[src/hw/rtl/ibfd_pkg.sv]
// Package for the iBUS frame decoder: constants, state encoding, control structs.
`default_nettype none
package ibfd_pkg;

  localparam int NUM_CHANNELS_DEF = 14;
  localparam int FRAME_CHANNELS   = 14;

  localparam logic [7:0]  LEN_BYTE       = 8'h20;
  localparam logic [7:0]  CMD_BYTE       = 8'h40;
  localparam logic [15:0] CK_BASE        = 16'hFFFF;
  localparam logic [4:0]  POS_BODY_START = 5'd2;
  localparam logic [4:0]  POS_CK_LOW     = 5'd30;
  localparam logic [4:0]  POS_LAST       = 5'd31;
  localparam logic [12:0] SUM_START      = 13'h060;

  typedef enum logic [1:0] {
    ST_LEN  = 2'd0,
    ST_CMD  = 2'd1,
    ST_BODY = 2'd2,
    ST_EMIT = 2'd3
  } phase_t;

  typedef struct packed {
    logic start_body;
    logic body_byte;
    logic ck_low;
    logic emit_clear;
    logic emit_next;
  } dp_cmd_t;

  typedef struct packed {
    logic is_len;
    logic is_cmd;
    logic pos_ck_low;
    logic pos_last;
    logic ck_ok;
    logic emit_last;
  } dp_status_t;

endpackage
`default_nettype wire

[src/hw/rtl/ibfd_ctrl.sv]
// Frame parser state machine: sequences search, body capture, check and result burst.
`default_nettype none
module ibfd_ctrl (
  input  wire                 clk,
  input  wire                 rst,
  input  wire                 in_valid,
  output logic                in_stall,
  output logic                out_valid,
  input  wire                 out_stall,
  input  ibfd_pkg::dp_status_t status,
  output ibfd_pkg::dp_cmd_t    cmd
);
  import ibfd_pkg::*;

  phase_t state;
  phase_t state_next;
  logic   in_acc;
  logic   out_acc;

  assign in_acc  = in_valid && !in_stall;
  assign out_acc = out_valid && !out_stall;

  always_ff @(posedge clk) begin
    if (rst) begin
      state <= ST_LEN;
    end else begin
      state <= state_next;
    end
  end

  always_comb begin
    state_next = state;
    unique case (state)
      ST_LEN: begin
        if (in_acc && status.is_len) state_next = ST_CMD;
      end
      ST_CMD: begin
        if (in_acc) begin
          priority if (status.is_cmd) state_next = ST_BODY;
          else if (status.is_len) state_next = ST_CMD;
          else state_next = ST_LEN;
        end
      end
      ST_BODY: begin
        if (in_acc && status.pos_last) begin
          state_next = status.ck_ok ? ST_EMIT : ST_LEN;
        end
      end
      ST_EMIT: begin
        if (out_acc && status.emit_last) state_next = ST_LEN;
      end
      default: state_next = ST_LEN;
    endcase
  end

  always_comb begin
    cmd       = '0;
    in_stall  = 1'b0;
    out_valid = 1'b0;
    unique case (state)
      ST_LEN: ;
      ST_CMD: begin
        cmd.start_body = in_acc && status.is_cmd;
      end
      ST_BODY: begin
        cmd.body_byte  = in_acc && !status.pos_ck_low && !status.pos_last;
        cmd.ck_low     = in_acc && status.pos_ck_low;
        cmd.emit_clear = in_acc && status.pos_last;
      end
      ST_EMIT: begin
        in_stall      = 1'b1;
        out_valid     = 1'b1;
        cmd.emit_next = out_acc;
      end
      default: ;
    endcase
  end

endmodule
`default_nettype wire

[src/hw/rtl/ibfd_datapath.sv]
// Frame datapath: position, running sum, checksum, channel store and result counter.
`default_nettype none
module ibfd_datapath #(
  parameter int NUM_CHANNELS = ibfd_pkg::NUM_CHANNELS_DEF
) (
  input  wire                  clk,
  input  wire                  rst,
  input  wire [7:0]            rx_byte,
  input  ibfd_pkg::dp_cmd_t    cmd,
  output ibfd_pkg::dp_status_t status,
  output logic [3:0]           channel_index,
  output logic [15:0]          channel_value,
  output logic                 last_channel
);
  import ibfd_pkg::*;

  localparam int IDX_W = (NUM_CHANNELS > 1) ? $clog2(NUM_CHANNELS) : 1;

  logic [4:0]  pos;
  logic [12:0] sum;
  logic [7:0]  ck_lo;
  logic [7:0]  low_tmp;
  logic [15:0] store [NUM_CHANNELS];
  logic [IDX_W-1:0] emit_cnt;
  logic [3:0]  ch;
  logic [15:0] ck_word;

  assign ch      = pos[4:1] - 4'd1;
  assign ck_word = {rx_byte, ck_lo};

  always_ff @(posedge clk) begin
    if (rst) begin
      pos      <= '0;
      sum      <= '0;
      ck_lo    <= '0;
      emit_cnt <= '0;
    end else begin
      if (cmd.start_body) begin
        pos <= POS_BODY_START;
        sum <= SUM_START;
      end
      if (cmd.body_byte) begin
        pos <= pos + 5'd1;
        sum <= sum + {5'b0, rx_byte};
      end
      if (cmd.ck_low) begin
        ck_lo <= rx_byte;
        pos   <= pos + 5'd1;
      end
      if (cmd.emit_clear) emit_cnt <= '0;
      if (cmd.emit_next)  emit_cnt <= emit_cnt + IDX_W'(1);
    end
  end

  always_ff @(posedge clk) begin
    if (cmd.body_byte) begin
      if (!pos[0]) begin
        low_tmp <= rx_byte;
      end else if (ch < 4'(NUM_CHANNELS)) begin
        store[ch[IDX_W-1:0]] <= {rx_byte, low_tmp};
      end
    end
  end

  assign status.is_len     = (rx_byte == LEN_BYTE);
  assign status.is_cmd     = (rx_byte == CMD_BYTE);
  assign status.pos_ck_low = (pos == POS_CK_LOW);
  assign status.pos_last   = (pos == POS_LAST);
  assign status.ck_ok      = ((CK_BASE - {3'b0, sum}) == ck_word);
  assign status.emit_last  = (emit_cnt == IDX_W'(NUM_CHANNELS - 1));

  assign channel_index = 4'(emit_cnt);
  assign channel_value = store[emit_cnt];
  assign last_channel  = status.emit_last;

endmodule
`default_nettype wire

[src/hw/rtl/ibus_frame_decoder_core.sv]
// Top level of the iBUS frame decoder: controller plus datapath.
// One received byte is taken per cycle while the block searches for or receives a
// frame. When the last byte of a frame with a good checksum arrives, the block
// stalls its input and delivers NUM_CHANNELS results, one per cycle while the
// output is not stalled, the last one marked; the output counter in the datapath
// sets that burst length. A frame is 32 bytes long. A bad frame gives no results
// and does not stall the input. No clearing pass is needed after reset.
`default_nettype none
module ibus_frame_decoder_core #(
  parameter int NUM_CHANNELS = ibfd_pkg::NUM_CHANNELS_DEF
) (
  input  wire         clk,
  input  wire         rst,
  input  wire         in_valid,
  output logic        in_stall,
  input  wire [7:0]   rx_byte,
  output logic        out_valid,
  input  wire         out_stall,
  output logic [3:0]  channel_index,
  output logic [15:0] channel_value,
  output logic        last_channel
);
  import ibfd_pkg::*;

  dp_cmd_t    cmd;
  dp_status_t status;

  ibfd_ctrl u_ctrl (
    .clk       (clk),
    .rst       (rst),
    .in_valid  (in_valid),
    .in_stall  (in_stall),
    .out_valid (out_valid),
    .out_stall (out_stall),
    .status    (status),
    .cmd       (cmd)
  );

  ibfd_datapath #(
    .NUM_CHANNELS (NUM_CHANNELS)
  ) u_dp (
    .clk           (clk),
    .rst           (rst),
    .rx_byte       (rx_byte),
    .cmd           (cmd),
    .status        (status),
    .channel_index (channel_index),
    .channel_value (channel_value),
    .last_channel  (last_channel)
  );

  a_burst_ends: assert property (@(posedge clk) disable iff (rst)
    out_valid && !out_stall && last_channel |=> !out_valid)
    else $error("result burst continues after last item");

  a_index_steps: assert property (@(posedge clk) disable iff (rst)
    out_valid && !out_stall && !last_channel |=>
      out_valid && (channel_index == $past(channel_index) + 4'd1))
    else $error("channel index did not advance by one");

  a_burst_starts_zero: assert property (@(posedge clk) disable iff (rst)
    $rose(out_valid) |-> (channel_index == 4'd0))
    else $error("result burst does not start at channel zero");

  a_no_input_in_burst: assert property (@(posedge clk) disable iff (rst)
    out_valid |-> in_stall)
    else $error("input taken during result burst");

endmodule
`default_nettype wire
[config.mk]
export PLATFORM = sky130hd
export DESIGN_NAME = ibus_frame_decoder_core
export DESIGN_NICKNAME = d
export VERILOG_FILES = /design/src/hw/rtl/ibfd_pkg.sv /design/src/hw/rtl/ibfd_ctrl.sv /design/src/hw/rtl/ibfd_datapath.sv /design/src/hw/rtl/ibus_frame_decoder_core.sv
export SDC_FILE = /design/constraint.sdc
export NUM_CORES = 1
export LEC_CHECK = 0
export BUFFER_PORTS_ARGS = -buffer_cell sky130_fd_sc_hd__buf_4
export CORE_ASPECT_RATIO = 2
export CORE_UTILIZATION = 50
export CTS_BUF_LIST = sky130_fd_sc_hd__clkbuf_2 sky130_fd_sc_hd__clkbuf_4 sky130_fd_sc_hd__clkbuf_8
export CTS_CLUSTER_DIAMETER = 40
export DETAILED_ROUTE_END_ITERATION = 12
export PLACE_DENSITY = 0.69
export SLEW_MARGIN = 20
export SYNTH_ARGS = -nofsm -noshare
export SYNTH_HDL_FRONTEND = slang
export SYNTH_SLANG_ARGS = --single-unit
[constraint.sdc]
create_clock -name clk -period 2.6 [get_ports clk]
set_clock_uncertainty 0.15 [all_clocks]
set_input_delay 0.65 -clock clk [delete_from_list [all_inputs] [get_ports clk]]
set_output_delay 0.65 -clock clk [all_outputs]
set_load 0.01 [all_outputs]
# [Word-level counts from Yosys, hierarchy flattened]
# Memory sizes are Yosys's and may differ from the RTL's. A register that Yosys moved wholly into a read port is not among the register bits.
# Index checks and enable logic that the tools add are counted.
[op_classes] multipliers=0 n_eq_ne=13 magnitude_cmp=1 mux=25 reduce_logical=19 div_mod_pow=0 bitwise=1 addsub=5 n_shift=0
[ops] op="$mux W13" n=2
[ops] op="$eq A16 B16 Y1" n=1
[ops] op="$mux W4" n=4
[ops] op="$mux W5" n=3
[ops] op="$sub A1 B14 Y15 const A" n=1
[ops] op="$add A13 B8 Y13" n=1
[ops] op="$mux W2" n=6
[ops] op="$eq A5 B5 Y1 const B" n=2
[ops] op="$logic_and A1 B1 Y1" n=9
[ops] op="$eq A8 B6 Y1 const B" n=1
[ops] op="$eq A8 B7 Y1 const B" n=1
[ops] op="$mux W1" n=8
[ops] op="$ne A2 B1 Y1 const B" n=4
[ops] op="$pmux W2 S4" n=1
[ops] op="$add A5 B1 Y5 const B" n=1
[ops] op="$add A4 B1 Y4 const B" n=1
[ops] op="$eq A2 B2 Y1 const B" n=2
[ops] op="$eq A4 B4 Y1 const B" n=1
[ops] op="$logic_not A1 Y1" n=4
[ops] op="$lt A4 B4 Y1 const B" n=1
[ops] op="$reduce_and A4 Y1" n=1
[ops] op="$reduce_bool A2 Y1" n=2
[ops] op="$sub A4 B1 Y4 const B" n=1
[ops] op="$mux W3" n=1
[ops] op="5 further kinds" n=5
[word_totals] reg_bits=40 rom_bits=0 elab_cells=71 n_memories=1 inputBits=12 latchBits=0 out_inout_bits=23 ram_bits=224
[memory_table] name="u_dp.store" depth=14 width=16 rd=1 rd_clocked_by_memory_dff=1 wr=1 line="ibfd_datapath.sv:23" text="logic [15:0] store [NUM_CHANNELS];"

# [Logic depth before layout (Yosys ltp)]
# Gate-level depths: netlist of run 1.
[logic_depth] word_depth=11 depth_mapped=9 depth_no_buf=9

# [Cells and area by module]
# A second synthesis of run 1 with hierarchy kept.
[unflattened] cells_unflattened=630 area_unflattened_um2=11265.8
[by_module_without_submodules] mod="ibfd_datapath" cells_per_inst=603 n_inst=1 seq_area_each_um2=7647.3 area_each_um2=11060.6
[by_module_without_submodules] mod="ibfd_ctrl" cells_per_inst=27 n_inst=1 seq_area_each_um2=40.0 area_each_um2=205.2

# [Least setup slack after synthesis of run 1]
# OpenSTA, ideal clock, no wires.
[synth_timing] path_type="reg-to-reg" from="register u_dp.pos[0]" to="memory u_dp.store[3][0], enable pin" t_arrival_ps=2338 slack_ps=-278 stages_incl_launch_ff=9 synth_period_minus_slack_ps=2878 t_required_ps=2060 setup_time_ps=390 cell_sequence="dfxtp_1 > clkbuf_1 > inv_1 > ha_1 > nand4_1 > nor3b_2 > buf_4 > nand3_1 > nor2b_1"
[synth_via] elab_chain_cells=7
[synth_rtl] element="start, declared" line="ibfd_datapath.sv:19" text="logic [4:0] pos;"
[synth_rtl] element="start signal, assigned" line="ibfd_datapath.sv:43" text="pos <= pos + 5'd1;"
[synth_rtl] element="start signal, assigned" line="ibfd_datapath.sv:48" text="pos <= pos + 5'd1;"
[synth_rtl] element="$eq A5 B5 Y1" line="ibfd_datapath.sv:67" text="assign status.pos_ck_low = (pos == POS_CK_LOW);"
[synth_rtl] element="$logic_not A1 Y1" line="ibfd_ctrl.sv:66" text="cmd.body_byte = in_acc && !status.pos_ck_low && !status.pos_last;"
[synth_rtl] element="$logic_and A1 B1 Y1 (2 in series)" line="ibfd_ctrl.sv:66"
[synth_rtl] element="$mux W3" line="ibfd_ctrl.sv:60" text="unique case (state)"
[synth_rtl] element="$mux W1 *" line="ibfd_datapath.sv:56" text="if (cmd.body_byte) begin"
[synth_rtl] element="$mux W1 (implied by the code) *" line="ibfd_datapath.sv:60" text="store[ch[IDX_W-1:0]] <= {rx_byte, low_tmp};"
[synth_rtl] element="end, declared" line="ibfd_datapath.sv:23"
# Mark *: on every way between the ends. The rest lies on a longest branch, timed or not.

==> impl_metrics.csv, run 1 <==
group,metric,value,unit
clock_network,clock_latency,510,ps
synthesis,synth_seq_cells,268,
placed_design,dpl.cell_count,938,
floorplanning,die_area,22900,um^2
drt,vias,6000,
sta,fmax,0.316,GHz
sta,rsz0062_at_grt,"true",
layout,nNetsFinal,744,
sta,slew_viol_final,0,
floorplanning,die_h,213,um
layout,layout.cells.non_filler,1009,
grt,grt_util_all_layers,23.0,%
floorplanning,std_cell_rows,76,
worst_setup_path,regToRegSetupSlack,100,ps
placed_design,port_buffers,34,
layout,fin_area,13000,um^2
synthesis,synthFlopType,"edfxtp_1",
worst_setup_path,critical_path_class,"reg -> out",
worst_setup_path,cp.required,1800,ps
worst_setup_path,cp.arrival,2370,ps
synthesis,synth_edf_count,232,
grt,antenna_found_initial,0,
layout,fillCellCount,1596,
drt,viasPerCell,5.95,
placed_design,placed_cell_area,12200,um^2
power,power.density,610,nW/um^2
floorplanning,start_util,51.4,%
clock_network,numCtsBuffers,36,
synthesis,synth-async-reset-ratio,0,%
clock_network,cts_sinks,268,
drt,drc,0,
worst_setup_path,crit_end,"channel_value[1]",
clock_network,cts_tree,"done",
clock_network,cts-root-buf,"clkbuf_8",
sta,layout_setup_ws,-569,ps
drt,wl_per_cell,24.5,um
sta,worst_slew_margin_rel,61.6,%
sta,setup_tns,-8280,ps
drt,dr.first_iter.drc_count,476,
clock_network,path_clk_slew,70,ps
drt,firstDrtPassIters,4,
synthesis,synth_cell_types,55,
outcome,violations,"negative setup slack",
clock_network,cts.htree.levels,2,
sta,setup_viol,16,
grt,grt_pass1_wl,37600,um
power,ir_worst_vdd,0.000389,V
grt,grt_overflow_total,0,
synthesis,syn_area,11100,um^2
placed_design,globalplace.congestion,0.822,
sta,worstMarginPinSlew,571,ps
worst_setup_path,cp-end-kind,"primary output",
placed_design,dpl.hpwl,15700,um
outcome,status,"finished, violations left",
synthesis,yosysSeqAreaShare,69.0,%
layout,area_growth,16.4,%
grt,grt_pass1_vias,6375,
synthesis,synth_cells,606,
worst_hold_path,min_path_type,"reg -> reg",
power,leakagePower,4.35,nW
layout,diodes,0,
floorplanning,design.portCount,35,
clock_network,holdBufCountCts,0,
sta,min_period,3170,ps
worst_setup_path,r2r-start,"u_dp.pos[1]$_SDFFE_PP0P_",
flow_run,maxCapViolations,0,
floorplanning,die_w,108,um
worst_setup_path,startpoint_type,"register",
floorplanning,core_area,21700,um^2
clock_network,cts_buffer_depth,3,
worst_setup_path,timing.rr.end,"u_dp.store[1][9]$_DFFE_PP_",
sta,post-route-period-util,122,%
synthesis,syn-num-nets,638,
worst_setup_path,critical_path_peak_fanout,20,
layout,drive_gt1_share,33.7,%
worst_setup_path,r2r_cells,8,
drt,drt-total-wl,24700,um
layout,fin_util,59.8,%
synthesis,yosysWarningCount,0,
synthesis,syn_area_per_cell,18.4,um^2
grt,grt_max_degree,35,
sta,finalHoldViolCount,0,
drt,antenna_left,0,
==> layout make-up <==
class	instances	area, um^2	share of cell area [%]
flip-flops and latches	268	7690	59.3
repair buffers	97	970	7.47
multi-input cells	299	3220	24.8
clock inverters	9	66.3	0.511
well taps	273	342	2.63
clock buffers	53	648	5.00
inverters	10	37.5	0.289
==> how the worst min path moves through the flow <==
stage	from	endpoint	slack, ps	depth (start not counted)
final	u_dp.sum[12]$_SDFFE_PP0P_	u_dp.sum[12]$_SDFFE_PP0P_	340	2
after global routing	rx_byte[5]	u_dp.store[13][13]$_DFFE_PP_	350	1
after CTS	u_dp.ck_lo[2]$_SDFFE_PP0P_	u_dp.ck_lo[2]$_SDFFE_PP0P_	340	2
after detailed placement	u_dp.ck_lo[4]$_SDFFE_PP0P_	u_dp.ck_lo[4]$_SDFFE_PP0P_	340	2
after global placement	u_dp.ck_lo[5]$_SDFFE_PP0P_	u_dp.ck_lo[5]$_SDFFE_PP0P_	320	2
after floorplan	u_dp.sum[12]$_SDFFE_PP0P_	u_dp.sum[12]$_SDFFE_PP0P_	310	2
==> synthesized netlist by cell type, types with 3 or more instances <==
library cell	instances	area (um^2)
o21ai_0	15	75.1
clkbuf_1	13	48.8
and4b_1	3	30.0
a21oi_1	19	95.1
a31oi_1	4	25.0
mux4_2	26	586
inv_1	10	37.5
mux2_2	16	180
dfxtp_1	36	721
mux2i_1	4	40.0
a22oi_1	4	30.0
nand2b_1	3	18.8
a211oi_1	5	37.5
nand2_1	19	71.3
mux4_1	38	998
ha_1	19	238
nand3b_1	5	37.5
buf_6	6	67.6
nor2_1	32	120
a221oi_1	3	26.3
xnor2_1	3	26.3
nand3_1	9	45.0
or2_2	7	43.8
a21boi_0	3	22.5
nor2b_1	6	37.5
nand4_1	6	37.5
buf_2	6	30.0
nor3_1	6	30.0
edfxtp_1	232	6970
xor2_1	16	140
==> power breakdown <==
part / internal, mW / leakage (nW) / total (mW) / switching, mW
logic: 0.0342 / 1.59 / 0.106 / 0.0716
clock network: 1.70 / 0.386 / 3.17 / 1.48
registers: 4.63 / 2.38 / 4.63 / 0.00103
total: 6.36 / 4.35 / 7.91 / 1.55
==> cells by family (layout without fill, tap and decap cells) <==
logic type               after synthesis  after routing  share of synthesized area [%]
AND/OR/NAND/NOR                      109            109                           5.31
flip-flops                           268            268                           69.0
buffers and inverters                 39            169                           1.85
XOR/XNOR                              19             19                           1.49
adder cells (fa/ha/maj)               20             20                           2.31
multiplexers                          84             84                           16.2
AO/OA/AOI/OAI                         67             67                           3.86
==> sequential cells by signal (all words and copies together), names as in the netlist, named ones only <==
signal / count
u_ctrl.state: 2
u_dp.channel_index: 4
u_dp.ck_lo: 8
u_dp.low_tmp: 8
u_dp.pos: 5
u_dp.store: 224
u_dp.sum: 13
==> cell usage in the layout (no fill, tap or decap), types with 7 or more instances in the layout <==
cell,instances
a21oi_1,19
buf_12,12
buf_4,75
buf_6,7
clkbuf_4,13
clkbuf_8,40
dfxtp_1,32
edfxtp_1,232
ha_1,19
inv_1,10
mux2_2,16
mux4_1,17
mux4_2,47
nand2_1,19
nand3_1,8
nor2_1,23
nor2_2,9
o21ai_0,15
or2_2,7
xor2_1,16
==> metal layers <==
layer	part of all wire [%]	global-route usage, %	up-vias
met5	0	0	-
met4	5.1	12.8	0
met3	3.6	2.99	71
met2	57	43.2	204
met1	34	24.1	3071
li1	-	-	2654
==> worst max-delay path, stage by stage, from the launching register on <==
cell     delay [ps]
dfxtp_4         400
buf_12          190
mux4_1          570
mux4_2          520
buf_4           170
==> through the flow <==
step	setup slack (ps)	power (mW)	hold slack, ps
2_1_floorplan	-240	4.76	308
4_1_cts	-588	7.96	345
6_report	-569	7.91	342
3_5_place_dp	-55.5	4.83	335
3_3_place_gp	-28.7	4.83	324
5_1_grt	-619	8.14	355
==> what timing repair did <==
item / CTS / global route
setup buffers: 6 / 1
cloned: 3 / 0
setup endpoints to repair: 41 / 192
pin swaps: 0 / 1
gates resized for setup: 29 / 7
No activity file was read; power rests on OpenSTA's default activity.
==> inputs of run 2 (changes only) <==
--- a/config.mk
+++ b/config.mk
@@ -5,6 +5,7 @@
 export SDC_FILE = /design/constraint.sdc
 export NUM_CORES = 1
 export LEC_CHECK = 0
+export ABC_AREA = 1
 export BUFFER_PORTS_ARGS = -buffer_cell sky130_fd_sc_hd__buf_4
 export CORE_ASPECT_RATIO = 2
 export CORE_UTILIZATION = 50
==> run 2 against run 1 <==
  * The flow still finishes with violations (negative setup slack)
  * Setup slack gained 330 ps
  * Non-clock buffer count grew 4
  * Die area grew 3.4%
  * Routed wire length grew 26%
  * Final cell count grew 45%
  * Sequential share of layout area shrank 3.4 points
  * Register-to-register slack gained 40 ps
  * Clock-buffer cell count shrank 7
  * Utilization grew 0.91 points
  * Critical endpoint is now channel_value[7]
  * Largest cell class unchanged
==> impl_metrics.csv, run 2 <==
group,metric,value,unit
outcome,status,"finished, violations left",
outcome,violations,"negative setup slack",
sta,layout_setup_ws,-235,ps
clock_network,cts-root-buf,"clkbuf_8",
synthesis,synth_cells,1066,
placed_design,dpl.cell_count,1385,
synthesis,syn-num-nets,1098,
grt,antenna_found_initial,0,
floorplanning,die_h,217,um
clock_network,cts_sinks,268,
synthesis,yosysSeqAreaShare,66.7,%
drt,wl_per_cell,21.2,um
synthesis,synth_top_cell_by_area,"edfxtp_1",
layout,layout_common_cells,"edfxtp_1 (232), nand2_1 (163), nor2_1 (152)",
power,p_sw,1.60,mW
power,power.density,563,nW/um^2
clock_network,clock_latency,540,ps
clock_network,path_clk_slew,70,ps
clock_network,cts_buffer_depth,3,
sta,post-route-period-util,109,%
placed_design,port_buffers,34,
sta,min_period,2840,ps
drt,antenna_left,0,
layout,area_growth,19.3,%
synthesis,yosysWarningCount,0,
grt,grt_max_degree,55,
sta,setup_tns,-3170,ps
clock_network,cts_tree,"done",
drt,firstDrtPassIters,5,
synthesis,synth_seq_cells,268,
power,power,7.74,mW
synthesis,synth_cell_types,36,
sta,slew_viol_final,0,
worst_hold_path,hp-start,"rx_byte[5]",
worst_setup_path,cp.arrival,2040,ps
layout,layout.cells.non_filler,1461,
synthesis,synth-async-reset-ratio,0,%
floorplanning,start_util,50.9,%
worst_setup_path,startpoint_type,"register",
synthesis,synthFlopType,"edfxtp_1",
placed_design,dp_slack,151,ps
clock_network,holdBufCountCts,0,
layout,fin_area,13800,um^2
power,swShare,20.7,%
worst_setup_path,r2r_cells,10,
sta,worstMarginPinSlew,493,ps
sta,setup_viol,16,
clock_network,cts.htree.levels,2,
power,p_seq_share,59.9,%
worst_setup_path,timing.rr.end,"u_dp.store[7][9]$_DFFE_PP_",
sta,rsz0062_at_grt,"true",
synthesis,yosys-top-cells-area,"edfxtp_1 (60%), dfxtp_1 (6.3%), nor2_1 (6.2%)",
power,leakagePower,5.09,nW
floorplanning,core_area,22600,um^2
layout,multi_input_area,3550,um^2
layout,fillCellCount,1815,
worst_setup_path,critical_path_peak_fanout,7,
power,ir_worst_vdd,0.000337,V
floorplanning,die_area,23700,um^2
placed_design,globalplace.congestion,0.855,
layout,fin_util,60.8,%
worst_hold_path,hold_path_depth,1,
drt,dr.first_iter.drc_count,556,
power,pwr-share-comb,1.6,%
sta,finalHoldViolCount,0,
worst_setup_path,critical_path_class,"reg -> out",
drt,drt-total-wl,31000,um
sta,whs,278,ps
grt,grt_util_all_layers,26.8,%
synthesis,yosysMostFrequentCell,"edfxtp_1",
flow_run,maxCapViolations,0,
worst_setup_path,regToRegSetupSlack,140,ps
worst_hold_path,hold_end,"u_dp.store[8][13]$_DFFE_PP_",
floorplanning,std_cell_rows,78,
drt,viasPerCell,5.71,
layout,diodes,0,
layout,seqCellArea,7690,um^2
synthesis,syn_area,11500,um^2
worst_setup_path,r2r-start,"u_dp.pos[0]$_SDFFE_PP0P_",
sta,worst_slew_margin_rel,67.2,%
layout,drive_gt1_share,20.8,%
sta,fmax,0.353,GHz
power,pwr-share-clk,38.6,%
synthesis,syn_area_per_cell,10.8,um^2
synthesis,synth_commonest_cells,"edfxtp_1 (232), nor2_1 (191), nand2_1 (168), o21ai_0 (137), inv_1 (66)",
placed_design,dpl.hpwl,18800,um
floorplanning,die_w,109,um
drt,vias,8345,
drt,drc,0,
synthesis,synth_top_cell_area_share,60.4,%
worst_hold_path,min_path_type,"in -> reg",
worst_setup_path,cp.required,1800,ps
power,p_int,6.14,mW
worst_setup_path,cp-end-kind,"primary output",
grt,grt_overflow_total,0,
grt,grt_pass1_vias,8290,
synthesis,synth_edf_count,232,
floorplanning,design.portCount,35,
layout,layout_commonest_cell,"edfxtp_1",
grt,grt_pass1_wl,46100,um
layout,nNetsFinal,1187,
clock_network,numCtsBuffers,35,
placed_design,placed_cell_area,12500,um^2
layout,largest_reg_flops,224,
-- run 2: cell families (layout without fill, tap and decap cells) --
logic type,after synthesis,in the layout,synth area share [%]
simple gates,422,422,14.9
flops,268,268,66.7
compound gates,229,229,11.1
buf+inv,121,236,4.54
fa+ha+maj,20,20,2.24
xor+xnor,6,6,0.521
-- run 2: worst max-delay path, stage by stage, from the launching register on --
cell and delay (ps):
dfxtp_4 450, clkinv_8 140, buf_12 170, buf_16 140, a21oi_1 110, o21ai_0 90, nand2_1 70, nand2_1 80
nand2_2 120, buf_6 120
-- run 2: per-layer routing --
metal | global-route usage (%) | vias up | share of wire, %
met4 | 15.1 | 0 | 5.2
met1 | 28.8 | 4024 | 35
met2 | 49.2 | 314 | 55
met5 | 0 | - | 0
li1 | - | 3898 | -
met3 | 3.08 | 109 | 4.5
-- run 2: power groups by stage --
stage | logic, mW | registers [mW] | clock network (mW)
2_1_floorplan | 0.0411 | 4.73 | 0
3_3_place_gp | 0.118 | 4.73 | 0
5_1_grt | 0.131 | 4.63 | 3.17
6_report | 0.120 | 4.63 | 2.98
4_1_cts | 0.119 | 4.63 | 3.02
3_5_place_dp | 0.119 | 4.73 | 0
-- run 2: final cells by class --
| cell class | instances | share of cell area, % |
|---|---|---|
| Multi-Input combinational cell | 677 | 25.8 |
| Sequential cell | 268 | 55.9 |
| Timing Repair Buffer | 101 | 8.79 |
| Clock buffer | 46 | 4.19 |
| Clock inverter | 17 | 0.664 |
| Inverter | 72 | 2.07 |
| Tap cell | 280 | 2.55 |
-- run 2: worst max path at each step --
| stage | from | to | slack (ps) | cells past startpoint |
|---|---|---|---|---|
| after floorplan | u_dp.pos[1]$_SDFFE_PP0P_ | u_dp.store[10][0]$_DFFE_PP_ | -20 | 9 |
| after global placement | rx_byte[0] | u_dp.sum[10]$_SDFFE_PP0P_ | 160 | 13 |
| after detailed placement | rx_byte[0] | u_dp.sum[10]$_SDFFE_PP0P_ | 150 | 13 |
| after CTS | register | channel_value[8] | -220 | 8 |
| after global routing | register | channel_value[7] | -350 | 10 |
| final | register | channel_value[7] | -240 | 9 |
-- run 2: repair_timing --
item,in CTS,in global routing
gates resized for setup,75,47
pin swaps,16,14
endpoints found under the hold margin,0,0
gates cloned,6,4
buffers inserted,3,1
setup endpoints to repair,16,21
